## config.mk

```make
export PLATFORM = sky130hd
export DESIGN_NAME = telnet_rx_option_negotiator_core_flat
export DESIGN_NICKNAME = d
export VERILOG_FILES = /design/src/rtl/tnrx_pkg.sv /design/src/rtl/tnrx_if.sv /design/src/rtl/telnet_rx_option_negotiator_core.sv /design/src/flat_wrapper.sv
export SDC_FILE = /design/constraint.sdc
export NUM_CORES = 1
export LEC_CHECK = 0
export BUFFER_PORTS_ARGS = -buffer_cell sky130_fd_sc_hd__buf_2
export CORE_ASPECT_RATIO = 0.9
export CORE_MARGIN = 1
export CORE_UTILIZATION = 60
export CTS_BUF_LIST = sky130_fd_sc_hd__clkbuf_2 sky130_fd_sc_hd__clkbuf_4 sky130_fd_sc_hd__clkbuf_8
export CTS_CLUSTER_SIZE = 10
export DETAILED_ROUTE_END_ITERATION = 7
export GPL_TIMING_DRIVEN = 0
export PLACE_DENSITY = 0.84
export SYNTH_ARGS = -nofsm -noshare
export SYNTH_HDL_FRONTEND = slang
export SYNTH_SLANG_ARGS = --single-unit
```

## constraint.sdc

```tcl
create_clock -name clk -period 7.35 [get_ports clk]
set_input_delay 0.3675 -clock clk [delete_from_list [all_inputs] [get_ports clk]]
set_output_delay 0.3675 -clock clk [all_outputs]
set_load 0.01 [all_outputs]
```

## src/rtl/tnrx_pkg.sv

```systemverilog
package tnrx_pkg;

  localparam int unsigned BYTE_W = 8;
  localparam int unsigned SIZE_W = 16;

  // Telnet command codes
  localparam logic [BYTE_W-1:0] TN_IAC  = 8'd255;
  localparam logic [BYTE_W-1:0] TN_DONT = 8'd254;
  localparam logic [BYTE_W-1:0] TN_DO   = 8'd253;
  localparam logic [BYTE_W-1:0] TN_WONT = 8'd252;
  localparam logic [BYTE_W-1:0] TN_WILL = 8'd251;
  localparam logic [BYTE_W-1:0] TN_SB   = 8'd250;
  localparam logic [BYTE_W-1:0] TN_SE   = 8'd240;
  localparam logic [BYTE_W-1:0] TN_WINSIZE = 8'd31;

  // Default window size when the stored size is zero
  localparam logic [SIZE_W-1:0] DEF_COLS = 16'd80;
  localparam logic [SIZE_W-1:0] DEF_ROWS = 16'd24;

  // Input item kinds
  localparam logic OP_RX_BYTE = 1'b0;
  localparam logic OP_RESIZE  = 1'b1;

  // Output destinations
  localparam logic DEST_TERM = 1'b0;
  localparam logic DEST_NET  = 1'b1;

endpackage

```

## src/rtl/tnrx_if.sv

```systemverilog
interface tnrx_in_if;
  import tnrx_pkg::*;

  logic              valid;
  logic              ready;
  logic              op;
  logic [BYTE_W-1:0] rx_byte;
  logic [SIZE_W-1:0] new_cols;
  logic [SIZE_W-1:0] new_rows;

  modport source (output valid, output op, output rx_byte, output new_cols,
                  output new_rows, input ready);
  modport sink   (input valid, input op, input rx_byte, input new_cols,
                  input new_rows, output ready);
endinterface

interface tnrx_out_if;
  import tnrx_pkg::*;

  logic              valid;
  logic              ready;
  logic [BYTE_W-1:0] out_byte;
  logic              out_dest;
  logic              last;

  modport source (output valid, output out_byte, output out_dest, output last,
                  input ready);
  modport sink   (input valid, input out_byte, input out_dest, input last,
                  output ready);
endinterface

```

## src/rtl/telnet_rx_option_negotiator_core.sv

```systemverilog
// Channel  | Dir | Payload                              | Handshake
// ---------+-----+--------------------------------------+------------------
// in_ch    | in  | op, rx_byte, new_cols, new_rows      | valid / ready
// out_ch   | out | out_byte, out_dest, last             | valid / ready
//
// One item enters per cycle while each item yields at most one byte and
// out_ch does not stall. A reply goes out one byte at a time: a DO/WILL answer
// is 3 bytes, a window-size report 9 to 13 bytes, and the input stalls until
// the single byte sequencer that walks one reply job has sent its last byte. Reset is
// synchronous, active low, and returns the parser to plain data with window
// reporting off.
// A stall on out_ch holds the output register and the job; the input side
// keeps taking items as long as the job slot is free or frees this cycle.
module telnet_rx_option_negotiator_core (
  input  logic             clk,
  input  logic             rst_n,
  tnrx_in_if.sink          in_ch,
  tnrx_out_if.source       out_ch
);
  import tnrx_pkg::*;

  // Parser phase
  typedef enum logic [2:0] {
    PH_NORMAL,
    PH_IAC,
    PH_OPT,
    PH_SB,
    PH_SB_IAC
  } phase_t;

  // Kind of reply job handed to the byte sequencer
  typedef enum logic [1:0] {
    JOB_DATA,
    JOB_REPLY,
    JOB_NAWS
  } job_kind_t;

  // Positions within the window-size report: IAC SB 31, four size bytes
  // each followed by an optional escape slot, then IAC SE.
  localparam logic [3:0] POS_D0    = 4'd3;
  localparam logic [3:0] POS_D1    = 4'd5;
  localparam logic [3:0] POS_D2    = 4'd7;
  localparam logic [3:0] POS_D3    = 4'd9;
  localparam logic [3:0] POS_REPLY_LAST = 4'd2;
  localparam logic [3:0] POS_NAWS_LAST  = 4'd12;

  // Parser and window state
  phase_t            phase_r, phase_nxt;
  logic [BYTE_W-1:0] held_cmd_r, held_cmd_nxt;
  logic              naws_on_r, naws_on_nxt;
  logic [SIZE_W-1:0] cols_r, cols_nxt;
  logic [SIZE_W-1:0] rows_r, rows_nxt;

  // Job slot
  logic              job_vld_r;
  job_kind_t         job_kind_r;
  logic [BYTE_W-1:0] job_b0_r;
  logic [BYTE_W-1:0] job_opt_r;
  logic [SIZE_W-1:0] job_w_r;
  logic [SIZE_W-1:0] job_h_r;
  logic [3:0]        job_pos_r;

  // Output register
  logic              out_vld_r;
  logic [BYTE_W-1:0] out_byte_r;
  logic              out_dest_r;
  logic              out_last_r;

  // New job built from the accepted item
  logic              new_job;
  job_kind_t         new_kind;
  logic [BYTE_W-1:0] new_b0;
  logic [BYTE_W-1:0] new_opt;

  // Sequencer outputs
  logic              in_fire;
  logic              emit_fire;
  logic              job_last;
  logic              job_done;
  logic [BYTE_W-1:0] emit_byte;
  logic              emit_dest;
  logic [3:0]        pos_nxt;
  logic              skip_esc;
  logic [BYTE_W-1:0] d0, d1, d2, d3;

  // Take a new item when the job slot is empty or drains this cycle.
  assign emit_fire = job_vld_r && (!out_vld_r || out_ch.ready);
  assign job_done  = emit_fire && job_last;
  assign in_ch.ready = !job_vld_r || job_done;
  assign in_fire   = in_ch.valid && in_ch.ready;

  // Parse one item; update state and decide on a reply job.
  always_comb begin
    phase_nxt    = phase_r;
    held_cmd_nxt = held_cmd_r;
    naws_on_nxt  = naws_on_r;
    cols_nxt     = cols_r;
    rows_nxt     = rows_r;
    new_job      = 1'b0;
    new_kind     = JOB_DATA;
    new_b0       = in_ch.rx_byte;
    new_opt      = in_ch.rx_byte;
    if (in_fire) begin
      if (in_ch.op == OP_RESIZE) begin
        // Store the size; report it only when the peer asked for it
        cols_nxt = in_ch.new_cols;
        rows_nxt = in_ch.new_rows;
        new_job  = naws_on_r;
        new_kind = JOB_NAWS;
      end else begin
        unique case (phase_r)
          PH_NORMAL: begin
            if (in_ch.rx_byte == TN_IAC) begin
              phase_nxt = PH_IAC;
            end else begin
              new_job  = 1'b1;
              new_kind = JOB_DATA;
            end
          end
          PH_IAC: begin
            if (in_ch.rx_byte == TN_IAC) begin
              // Escaped 255 goes to the terminal
              new_job   = 1'b1;
              new_kind  = JOB_DATA;
              phase_nxt = PH_NORMAL;
            end else if (in_ch.rx_byte == TN_DO || in_ch.rx_byte == TN_DONT ||
                         in_ch.rx_byte == TN_WILL || in_ch.rx_byte == TN_WONT) begin
              held_cmd_nxt = in_ch.rx_byte;
              phase_nxt    = PH_OPT;
            end else if (in_ch.rx_byte == TN_SB) begin
              phase_nxt = PH_SB;
            end else begin
              // Drop any other command
              phase_nxt = PH_NORMAL;
            end
          end
          PH_OPT: begin
            if (held_cmd_r == TN_DO && in_ch.rx_byte == TN_WINSIZE) begin
              naws_on_nxt = 1'b1;
              new_job     = 1'b1;
              new_kind    = JOB_NAWS;
            end else if (held_cmd_r == TN_DONT && in_ch.rx_byte == TN_WINSIZE) begin
              naws_on_nxt = 1'b0;
            end else if (held_cmd_r == TN_DO) begin
              new_job  = 1'b1;
              new_kind = JOB_REPLY;
              new_b0   = TN_WONT;
            end else if (held_cmd_r == TN_WILL) begin
              new_job  = 1'b1;
              new_kind = JOB_REPLY;
              new_b0   = TN_DONT;
            end
            phase_nxt = PH_NORMAL;
          end
          PH_SB: begin
            if (in_ch.rx_byte == TN_IAC) begin
              phase_nxt = PH_SB_IAC;
            end
          end
          PH_SB_IAC: begin
            phase_nxt = (in_ch.rx_byte == TN_SE) ? PH_NORMAL : PH_SB;
          end
          default: begin
            phase_nxt = PH_NORMAL;
          end
        endcase
      end
    end
  end

  // Size bytes of the job, big-endian
  assign d0 = job_w_r[SIZE_W-1:BYTE_W];
  assign d1 = job_w_r[BYTE_W-1:0];
  assign d2 = job_h_r[SIZE_W-1:BYTE_W];
  assign d3 = job_h_r[BYTE_W-1:0];

  // Skip the escape slot after a size byte that is not 255
  assign skip_esc = (job_pos_r == POS_D0 && d0 != TN_IAC) ||
                    (job_pos_r == POS_D1 && d1 != TN_IAC) ||
                    (job_pos_r == POS_D2 && d2 != TN_IAC) ||
                    (job_pos_r == POS_D3 && d3 != TN_IAC);

  always_comb begin
    emit_byte = job_b0_r;
    emit_dest = DEST_NET;
    job_last  = 1'b0;
    pos_nxt   = job_pos_r + 4'd1;
    case (job_kind_r)
      JOB_DATA: begin
        emit_dest = DEST_TERM;
        job_last  = 1'b1;
      end
      JOB_REPLY: begin
        job_last = (job_pos_r == POS_REPLY_LAST);
        case (job_pos_r)
          4'd0:    emit_byte = TN_IAC;
          4'd1:    emit_byte = job_b0_r;
          default: emit_byte = job_opt_r;
        endcase
      end
      JOB_NAWS: begin
        job_last = (job_pos_r == POS_NAWS_LAST);
        if (skip_esc) begin
          pos_nxt = job_pos_r + 4'd2;
        end
        case (job_pos_r)
          4'd0:    emit_byte = TN_IAC;
          4'd1:    emit_byte = TN_SB;
          4'd2:    emit_byte = TN_WINSIZE;
          4'd3:    emit_byte = d0;
          4'd5:    emit_byte = d1;
          4'd7:    emit_byte = d2;
          4'd9:    emit_byte = d3;
          4'd11:   emit_byte = TN_IAC;
          4'd12:   emit_byte = TN_SE;
          default: emit_byte = TN_IAC;
        endcase
      end
      default: begin
        job_last = 1'b1;
      end
    endcase
  end

  always_ff @(posedge clk) begin
    if (!rst_n) begin
      phase_r    <= PH_NORMAL;
      held_cmd_r <= '0;
      naws_on_r  <= 1'b0;
      cols_r     <= '0;
      rows_r     <= '0;
      job_vld_r  <= 1'b0;
      out_vld_r  <= 1'b0;
    end else begin
      phase_r    <= phase_nxt;
      held_cmd_r <= held_cmd_nxt;
      naws_on_r  <= naws_on_nxt;
      cols_r     <= cols_nxt;
      rows_r     <= rows_nxt;

      // Load a new job, retire a finished one, or advance the current one
      if (in_fire && new_job) begin
        job_vld_r  <= 1'b1;
        job_kind_r <= new_kind;
        job_b0_r   <= new_b0;
        job_opt_r  <= new_opt;
        job_w_r    <= (cols_nxt == '0) ? DEF_COLS : cols_nxt;
        job_h_r    <= (rows_nxt == '0) ? DEF_ROWS : rows_nxt;
        job_pos_r  <= '0;
      end else if (job_done) begin
        job_vld_r <= 1'b0;
      end else if (emit_fire) begin
        job_pos_r <= pos_nxt;
      end

      // Output register: load on emit, drop once taken
      if (emit_fire) begin
        out_vld_r  <= 1'b1;
        out_byte_r <= emit_byte;
        out_dest_r <= emit_dest;
        out_last_r <= job_last;
      end else if (out_ch.ready) begin
        out_vld_r <= 1'b0;
      end
    end
  end

  assign out_ch.valid    = out_vld_r;
  assign out_ch.out_byte = out_byte_r;
  assign out_ch.out_dest = out_dest_r;
  assign out_ch.last     = out_last_r;

endmodule
```

## src/flat_wrapper.sv

```systemverilog
// flat-port wrapper written by rule: the top's interface ports become plain ports
module telnet_rx_option_negotiator_core_flat import tnrx_pkg::*;
  (clk, rst_n, in_ch_valid, in_ch_op, in_ch_rx_byte, in_ch_new_cols, in_ch_new_rows, in_ch_ready, out_ch_valid, out_ch_out_byte, out_ch_out_dest, out_ch_last, out_ch_ready);
  tnrx_in_if in_ch_i ();
  tnrx_out_if out_ch_i ();
  input  logic clk;
  input  logic rst_n;
  input wire logic [$bits(in_ch_i.valid)-1:0] in_ch_valid;
  input wire logic [$bits(in_ch_i.op)-1:0] in_ch_op;
  input wire logic [$bits(in_ch_i.rx_byte)-1:0] in_ch_rx_byte;
  input wire logic [$bits(in_ch_i.new_cols)-1:0] in_ch_new_cols;
  input wire logic [$bits(in_ch_i.new_rows)-1:0] in_ch_new_rows;
  output wire logic [$bits(in_ch_i.ready)-1:0] in_ch_ready;
  output wire logic [$bits(out_ch_i.valid)-1:0] out_ch_valid;
  output wire logic [$bits(out_ch_i.out_byte)-1:0] out_ch_out_byte;
  output wire logic [$bits(out_ch_i.out_dest)-1:0] out_ch_out_dest;
  output wire logic [$bits(out_ch_i.last)-1:0] out_ch_last;
  input wire logic [$bits(out_ch_i.ready)-1:0] out_ch_ready;
  assign in_ch_i.valid = in_ch_valid;
  assign in_ch_i.op = in_ch_op;
  assign in_ch_i.rx_byte = in_ch_rx_byte;
  assign in_ch_i.new_cols = in_ch_new_cols;
  assign in_ch_i.new_rows = in_ch_new_rows;
  assign in_ch_ready = in_ch_i.ready;
  assign out_ch_valid = out_ch_i.valid;
  assign out_ch_out_byte = out_ch_i.out_byte;
  assign out_ch_out_dest = out_ch_i.out_dest;
  assign out_ch_last = out_ch_i.last;
  assign out_ch_i.ready = out_ch_ready;
  telnet_rx_option_negotiator_core u_core (.clk(clk), .rst_n(rst_n), .in_ch(in_ch_i), .out_ch(out_ch_i));
endmodule
```

==> results of run 1 <==
-- power breakdown --
part	internal, mW	switching (mW)	total, mW
Sequential	0.678	0.0137	0.692
Clock	0.137	0.223	0.360
Combinational	0.0624	0.0739	0.136
-- kinds of logic (layout without fill, tap and decap cells) --
| logic type | Yosys count | count (layout) |
|---|---|---|
| and+or+nand+nor | 164 | 164 |
| DFF | 110 | 110 |
| AOI/OAI and AO/OA | 89 | 89 |
| muxes | 45 | 45 |
| buffers and inverters | 41 | 114 |
| adders and majority gates | 8 | 8 |
| xor gates and xnor gates | 4 | 4 |
-- cell type report --
cell class              instances  area (um^2)
flip-flops and latches        110         2840
fillers                       615         2600
multi-input cells             310         2330
repair buffers                 57          300
well taps                     119          149
plain buffers                  28          145
clock buffers                  10          131
clock inverters                 6         60.1
inverters                      13         48.8
-- cell usage in the layout (no fill, tap or decap), types with 6 or more instances in the layout --
cell,count
sky130_fd_sc_hd__nand2_1,18
sky130_fd_sc_hd__mux2_2,6
sky130_fd_sc_hd__a21oi_1,12
sky130_fd_sc_hd__mux2i_1,15
sky130_fd_sc_hd__inv_1,13
sky130_fd_sc_hd__and2_1,30
sky130_fd_sc_hd__nand2b_1,13
sky130_fd_sc_hd__nor4_1,17
sky130_fd_sc_hd__a31oi_1,8
sky130_fd_sc_hd__nor2_1,35
sky130_fd_sc_hd__mux2_4,24
sky130_fd_sc_hd__dfxtp_1,46
sky130_fd_sc_hd__buf_2,63
sky130_fd_sc_hd__clkbuf_1,16
sky130_fd_sc_hd__clkbuf_8,9
sky130_fd_sc_hd__nand4_1,17
sky130_fd_sc_hd__nor2b_1,9
sky130_fd_sc_hd__edfxtp_1,64
sky130_fd_sc_hd__o221ai_1,8
sky130_fd_sc_hd__o21ai_0,10
sky130_fd_sc_hd__o21a_1,9
sky130_fd_sc_hd__ha_1,8
-- state kept, by name (all words and copies together) (netlist names) --
name / flops
u_core.job_vld_r: 1
u_core.out_ch.last: 1
u_core.out_ch.valid: 1
u_core.held_cmd_r: 8
u_core.naws_on_r: 1
u_core.job_pos_r: 4
u_core.job_kind_r: 2
u_core.job_opt_r: 8
u_core.phase_r: 3
u_core.out_ch.out_dest: 1
u_core.job_w_r: 16
u_core.cols_r: 16
u_core.job_b0_r: 8
u_core.rows_r: 16
u_core.job_h_r: 16
u_core.out_ch.out_byte: 8
-- worst paths after layout --
path | to | slack (ps) | cells after the start
hold reg to reg | u_core.held_cmd_r[5] | 490 | 1
setup reg to reg | u_core.job_h_r[10] | 4010 | 9
setup / recovery | u_core.job_h_r[10] | 4010 | 9
hold / removal | u_core.job_opt_r[1] | 170 | 1
-- per-layer routing --
metal | global-route usage | vias to the layer above | wire, um
met5 | 0 | - | 0
met4 | 0.0930 | 0 | 193
met3 | 0.0450 | 20 | 768
met2 | 0.425 | 153 | 5590
met1 | 0.376 | 1920 | 5300
li1 | - | 1884 | -
-- worst reg2reg max path, delay by kind of cell, from the launching register on --
| family | cells | cell delay, ps |
|---|---|---|
| flops | 1 | 470 |
| compound gates | 3 | 960 |
| fa+ha+maj | 1 | 160 |
| simple gates | 2 | 790 |
| buf+inv | 3 | 650 |
-- through the flow --
stage / worst slack [ps] / cells / utilization / hold slack [ps]
2_1_floorplan: 3900 / 461 / - / 440
3_3_place_gp: 3270 / 636 / 0.674 / 447
3_5_place_dp: 4120 / 637 / 0.676 / 462
4_1_cts: 4060 / 653 / 0.698 / 165
5_1_grt: 3850 / 653 / 0.698 / 171
6_report: 4010 / 653 / 0.698 / 173
==> PnR_summary.wiki, run 1 <==
{| class="wikitable"
! Metric !! Value
|-
| Total DRC errors in the routed layout || 0
|-
| Vias in the first global route || 3685
|-
| Pin count of the biggest net entering global routing || 33
|-
| Clock period minus final worst setup slack || 3340 ps
|-
| Area overhead of the layout relative to synthesis || 12.0%
|-
| Port bufs || 56
|-
| Share of the yosys chip area belonging to registers || 0.529
|-
| Min-delay src || in_ch_rx_byte[1]
|-
| Leak || 2.32 nW
|-
| Share of cell area taken by muxes after synthesis || 0.108
|-
| Most numerous cell in the Yosys netlist || sky130_fd_sc_hd__edfxtp_1
|-
| Cell type with the highest aggregate area in the netlist || sky130_fd_sc_hd__edfxtp_1
|-
| Clock transition at the registers of the reported paths || 100 ps
|-
| Total via count after detailed routing || 3977
|-
| Worst path arrival time || 3420 ps
|-
| Residual antenna-violating net count after detailed routing || 0
|-
| Synthesized-area fraction occupied by adder cells || 0.0186
|-
| Fraction of synthesis flops using an asynchronous set or reset pin || 0
|-
| Unrepaired setup endpoints after global routing || no
|-
| Maximum count of clock buffers along a single path || 2
|-
| Distinct cells, synth || 61
|-
| Y dimension of the die || 91.7 um
|-
| Setup TNS || 0 ps
|-
| DRT Pass-1 Iters || 5
|-
| FMAX || 299 MHz
|-
| Core area || 8610 um^2
|-
| Worst relative slew slack || 0.376
|-
| Worst VDD drop || 0.0000996 V
|-
| Kind of end point of the critical path || flop
|-
| Top cell family by delay on the critical path || compound AO/OA/AOI/OAI gates
|-
| Area of the die || 9330 um^2
|-
| Number of core rows || 32
|-
| GR Util All Layers || 0.269
|-
| Delay contributed by the slowest stage of the critical path || 530 ps
|-
| Gates resized, CTS repair || 0
|-
| MaxCap Viol Count || 0
|-
| Number of synthesized flops with an enable pin || 64
|-
| Combinational family with the most area after synthesis || simple AND/OR/NAND/NOR gates
|-
| Final Net Count || 582
|-
| XOR/XNOR Fraction of Synth Area || 0.00653
|-
| Result of the run || complete, no violations
|-
| Die outline width || 102 um
|-
| Synthesized area divided by synthesized cell count || 11.6 um^2
|-
| Number of buffers added for setup after CTS || 0
|-
| Initial core utilization || 0.624
|-
| Critical-path maximum fanout || 32
|-
| Hold Crit Class || in -> reg
|-
| Routed wire per std cell || 18.1 um
|-
| Worst R2R Start || u_core.job_pos_r[0]
|-
| Commonest cells post-synth || sky130_fd_sc_hd__edfxtp_1, sky130_fd_sc_hd__dfxtp_1, sky130_fd_sc_hd__nor2_1, sky130_fd_sc_hd__and2_1, sky130_fd_sc_hd__mux2_4
|-
| Worst Setup Path Type || reg -> reg
|-
| Final hold violation count || 0
|-
| Share of layout cells above drive strength 1 || 0.234
|-
| Total overflow reported by the global router || 0
|-
| Non-Filler Cell Area, Final || 6010 um^2
|-
| Post-synth top flop || sky130_fd_sc_hd__edfxtp_1
|-
| Share of the synthesized area in compound gates (AO/OA/AOI/OAI) || 0.131
|-
| Post-Route Skew || 11.7 ps
|-
| CTS tree || built
|-
| Total count of max-transition violations in the final report || 0
|-
| Buffer cell driving the clock tree root || sky130_fd_sc_hd__clkbuf_8
|-
| Yosys reg bits || 110
|-
| Area contributors post-synth || sky130_fd_sc_hd__edfxtp_1, sky130_fd_sc_hd__dfxtp_1, sky130_fd_sc_hd__mux2_4
|-
| Placement-stage cell area || 5820 um^2
|-
| Number of DRC markers in iteration 0 || 301
|-
| First-pass GRT wire length || 18700 um
|-
| Post-Synthesis Net Count || 514
|-
| Boundary pin count || 57
|-
| Deepest level of the CTS H-tree || 3
|-
| Overall Power || 1.19 mW
|-
| Post-synthesis simple-gate area fraction || 0.170
|-
| Routed wire length || 11900 um
|-
| Syn. warnings || 0
|-
| Clk_lat worst skew || 380 ps
|-
| Cell count after synthesis || 461
|-
| Total clock buffers created by CTS || 9
|-
| Crit. Startpoint || u_core.job_pos_r[0]
|-
| Slowest-stage cell, CP || sky130_fd_sc_hd__and2_2
|-
| Hold-fix buffers, CTS || 0
|-
| List of cells traversed by the critical path || inv_1 -> ha_1 -> buf_2 -> nand4_1 -> a31oi_4 -> o21ai_0 -> a31oi_2 -> and2_2 -> buf_12
|-
| Netlist Area Pre-Place || 5370 um^2
|-
| Required time of the critical path || 7430 ps
|-
| Clock Sinks || 110
|-
| Startpoint types || flop
|-
| Final setup viols || 0
|-
| Global placement routability congestion || 0.932
|-
| Crit path buffers/inverters || 3
|-
| Vias per cell || 6.09
|-
| Ant. Diodes || 0
|-
| PD cells || 198 nW/um^2
|-
| Post-synth top area share || 0.358
|-
| Actual slew at the worst max-slew pin || 932 ps
|-
| Share of the clock period used by the worst path after layout || 0.455
|-
| Initial antenna violation count || 0
|-
| HPWL after detailed placement || 8830 um
|}
(Power assumes the default switching activity.)
==> inputs of run 2 (changes only) <==
--- a/config.mk
+++ b/config.mk
@@ -8,12 +8,12 @@
 export BUFFER_PORTS_ARGS = -buffer_cell sky130_fd_sc_hd__buf_2
 export CORE_ASPECT_RATIO = 0.9
 export CORE_MARGIN = 1
-export CORE_UTILIZATION = 60
+export CORE_UTILIZATION = 55
 export CTS_BUF_LIST = sky130_fd_sc_hd__clkbuf_2 sky130_fd_sc_hd__clkbuf_4 sky130_fd_sc_hd__clkbuf_8
 export CTS_CLUSTER_SIZE = 10
 export DETAILED_ROUTE_END_ITERATION = 7
 export GPL_TIMING_DRIVEN = 0
-export PLACE_DENSITY = 0.84
+export PLACE_DENSITY = 0.81
 export SYNTH_ARGS = -nofsm -noshare
 export SYNTH_HDL_FRONTEND = slang
 export SYNTH_SLANG_ARGS = --single-unit
==> constraint.sdc (replaced) <==
create_clock -name clk -period 3 [get_ports clk]
set_input_delay 0.15 -clock clk [delete_from_list [all_inputs] [get_ports clk]]
set_output_delay 0.15 -clock clk [all_outputs]
set_load 0.01 [all_outputs]
==> run 2 against run 1 <==
- worst setup slack got worse by 3800 ps
- sequential share of layout area decreased by 0.54 points
- non-clock buffer count increased by 5
- via count increased by 3.2%
- critical path type unchanged
==> PnR_summary.wiki, run 2 (synthesis results as in run 1) <==
{| class="wikitable"
! Metric !! Value
|-
| Initial core utilization || 0.578
|-
| Fill cells || 684
|-
| Final setup viols || 0
|-
| Buffer cell driving the clock tree root || sky130_fd_sc_hd__clkbuf_8
|-
| Clock period minus final worst setup slack || 2830 ps
|-
| Cell internal power dissipation || 2.22 mW
|-
| Util after Layout || 0.655
|-
| Global placement routability congestion || 0.996
|-
| Portion of total power attributed to combinational logic || 0.117
|-
| PD cells || 489 nW/um^2
|-
| Total via count after detailed routing || 4106
|-
| FMAX || 353 MHz
|-
| Global route hottest layer || met2
|-
| Routed wire per std cell || 18.8 um
|-
| Area overhead of the layout relative to synthesis || 13.3%
|-
| Share of layout cells above drive strength 1 || 0.242
|-
| Initial antenna violation count || 0
|-
| Hold Crit Class || in -> reg
|-
| Boundary pin count || 57
|-
| Final Net Count || 590
|-
| Clock Sinks || 110
|-
| Number of DRC markers in iteration 0 || 331
|-
| Setup TNS || 0 ps
|-
| Slowest-stage cell, CP || sky130_fd_sc_hd__edfxtp_1
|-
| Delay contributed by the slowest stage of the critical path || 460 ps
|-
| Ant. Diodes || 0
|-
| Required time of the critical path || 3070 ps
|-
| Total DRC errors in the routed layout || 0
|-
| Routed wire length || 12500 um
|-
| Leak || 2.36 nW
|-
| DRT Pass-1 Iters || 5
|-
| Worst VDD drop || 0.000383 V
|-
| Total count of max-transition violations in the final report || 0
|-
| Pin count of the biggest net entering global routing || 26
|-
| List of cells traversed by the critical path || inv_1 -> ha_1 -> buf_2 -> nand4_1 -> a31oi_4 -> o21ai_0 -> a31oi_2 -> buf_4 -> buf_4 -> a32o_1
|-
| Switching part of the total || 0.254
|-
| Clk_lat worst skew || 370 ps
|-
| Unrepaired setup endpoints after global routing || no
|-
| Number of core rows || 33
|-
| CP dominant cell by count || sky130_fd_sc_hd__buf_4
|-
| Die outline width || 106 um
|-
| Part of the total power dissipated in the clock network || 0.313
|-
| Final hold slack || 14.9 ps
|-
| Residual antenna-violating net count after detailed routing || 0
|-
| Vias per cell || 6.18
|-
| Placed cell count || 639
|-
| Vias in the first global route || 3854
|-
| Met2 layer usage reported by global route || 0.409
|-
| Result of the run || complete, no violations
|-
| Top cell family by delay on the critical path || compound AO/OA/AOI/OAI gates
|-
| Final hold violation count || 0
|-
| Core area || 9290 um^2
|-
| Maximum count of clock buffers along a single path || 2
|-
| Crit path buffers/inverters || 4
|-
| Total overflow reported by the global router || 0
|-
| Actual slew at the worst max-slew pin || 1030 ps
|-
| Total clock buffers created by CTS || 9
|-
| Port bufs || 56
|-
| Clock transition at the registers of the reported paths || 100 ps
|-
| Global routing met3 resource utilization || 0.0440
|-
| CTS tree || built
|-
| Post-Route Skew || 11.4 ps
|-
| MaxCap Viol Count || 0
|-
| Net load switching power || 0.757 mW
|-
| Critical-path maximum fanout || 10
|-
| GR Layer Usage met1 || 0.338
|-
| Worst Setup Path Type || reg -> reg
|-
| First-pass GRT wire length || 19500 um
|-
| Y dimension of the die || 95.7 um
|-
| Worst relative slew slack || 0.314
|-
| Post-route insts no fill || 664
|-
| Kind of end point of the critical path || flop
|-
| Area of the die || 10200 um^2
|-
| HPWL after detailed placement || 8710 um
|-
| Worst path arrival time || 2900 ps
|-
| Startpoint types || flop
|-
| Deepest level of the CTS H-tree || 3
|-
| Share of the clock period used by the worst path after layout || 0.945
|-
| Part of the power in registers || 0.570
|-
| Most common library cell in the layout ignoring fill and taps || sky130_fd_sc_hd__edfxtp_1
|-
| GR Util All Layers || 0.252
|-
| Most frequent cells in the layout || sky130_fd_sc_hd__edfxtp_1, sky130_fd_sc_hd__buf_2, sky130_fd_sc_hd__dfxtp_1
|}
run 2: cell count changes in the layout (fill, tap and decap cells not counted), sizes merged:
cell	delta
inv	-1
clkinvlp	+1
and2	+3
clkbuf	-1
buf	+3
dlygate4sd3	+2
bufinv	+1
run 2: layout make-up:
| cell class | instances | area (um^2) | area share |
|---|---|---|---|
| Timing Repair Buffer | 62 | 330 | 0.0543 |
| Multi-Input combinational cell | 313 | 2360 | 0.388 |
| Sequential cell | 110 | 2840 | 0.467 |
| Buffer | 28 | 145 | 0.0239 |
| Tap cell | 122 | 153 | 0.0251 |
| Clock inverter | 7 | 77.6 | 0.0128 |
| Inverter | 13 | 48.8 | 0.00802 |
| Clock buffer | 9 | 124 | 0.0204 |
run 2: per-layer routing:
metal,part of all wire,up-vias,routed length [um]
li1,-,1895,-
met1,0.44,1983,5540
met2,0.47,203,5880
met3,0.067,25,839
met4,0.019,0,243
met5,0,-,0
run 2: through the flow:
step / total power, mW / setup slack, ps / cell area [um^2]
2_1_floorplan: 1.94 / 74.5 / 5370
3_3_place_gp: 2.04 / -429 / 5800
3_5_place_dp: 2.05 / -542 / 5800
4_1_cts: 2.96 / 136 / 6040
5_1_grt: 3.08 / 11.1 / 6080
6_report: 2.98 / 166 / 6080
run 2: what timing repair did:
| action | in CTS | in global routing |
|---|---|---|
| resized for setup | 2 | 1 |
| endpoints found under the hold margin | 1 | 1 |
| endpoints found under the setup margin | 50 | 54 |
| pin swaps | 0 | 1 |
| cloned | 1 | 2 |
| setup buffers | 2 | 2 |
| hold buffers | 1 | 1 |
run 2: final timing paths:
check	startpoint	to	slack, ps	cells past startpoint
worst max register to register	u_core.job_pos_r[0]	u_core.job_pos_r[3]	170	10
worst max-delay path	u_core.job_pos_r[0]	u_core.job_pos_r[3]	170	10
worst min register to register	u_core.held_cmd_r[5]	u_core.held_cmd_r[5]	480	1
worst min-delay path	in_ch_rx_byte[5]	u_core.job_opt_r[5]	10	1
run 2: power groups by stage:
stage	logic, mW	clock network [mW]	registers (mW)
floorplan	0.219	0	1.72
global placement	0.313	0	1.73
detailed placement	0.326	0	1.73
CTS	0.335	0.931	1.69
global route	0.376	0.998	1.70
finish	0.348	0.931	1.70
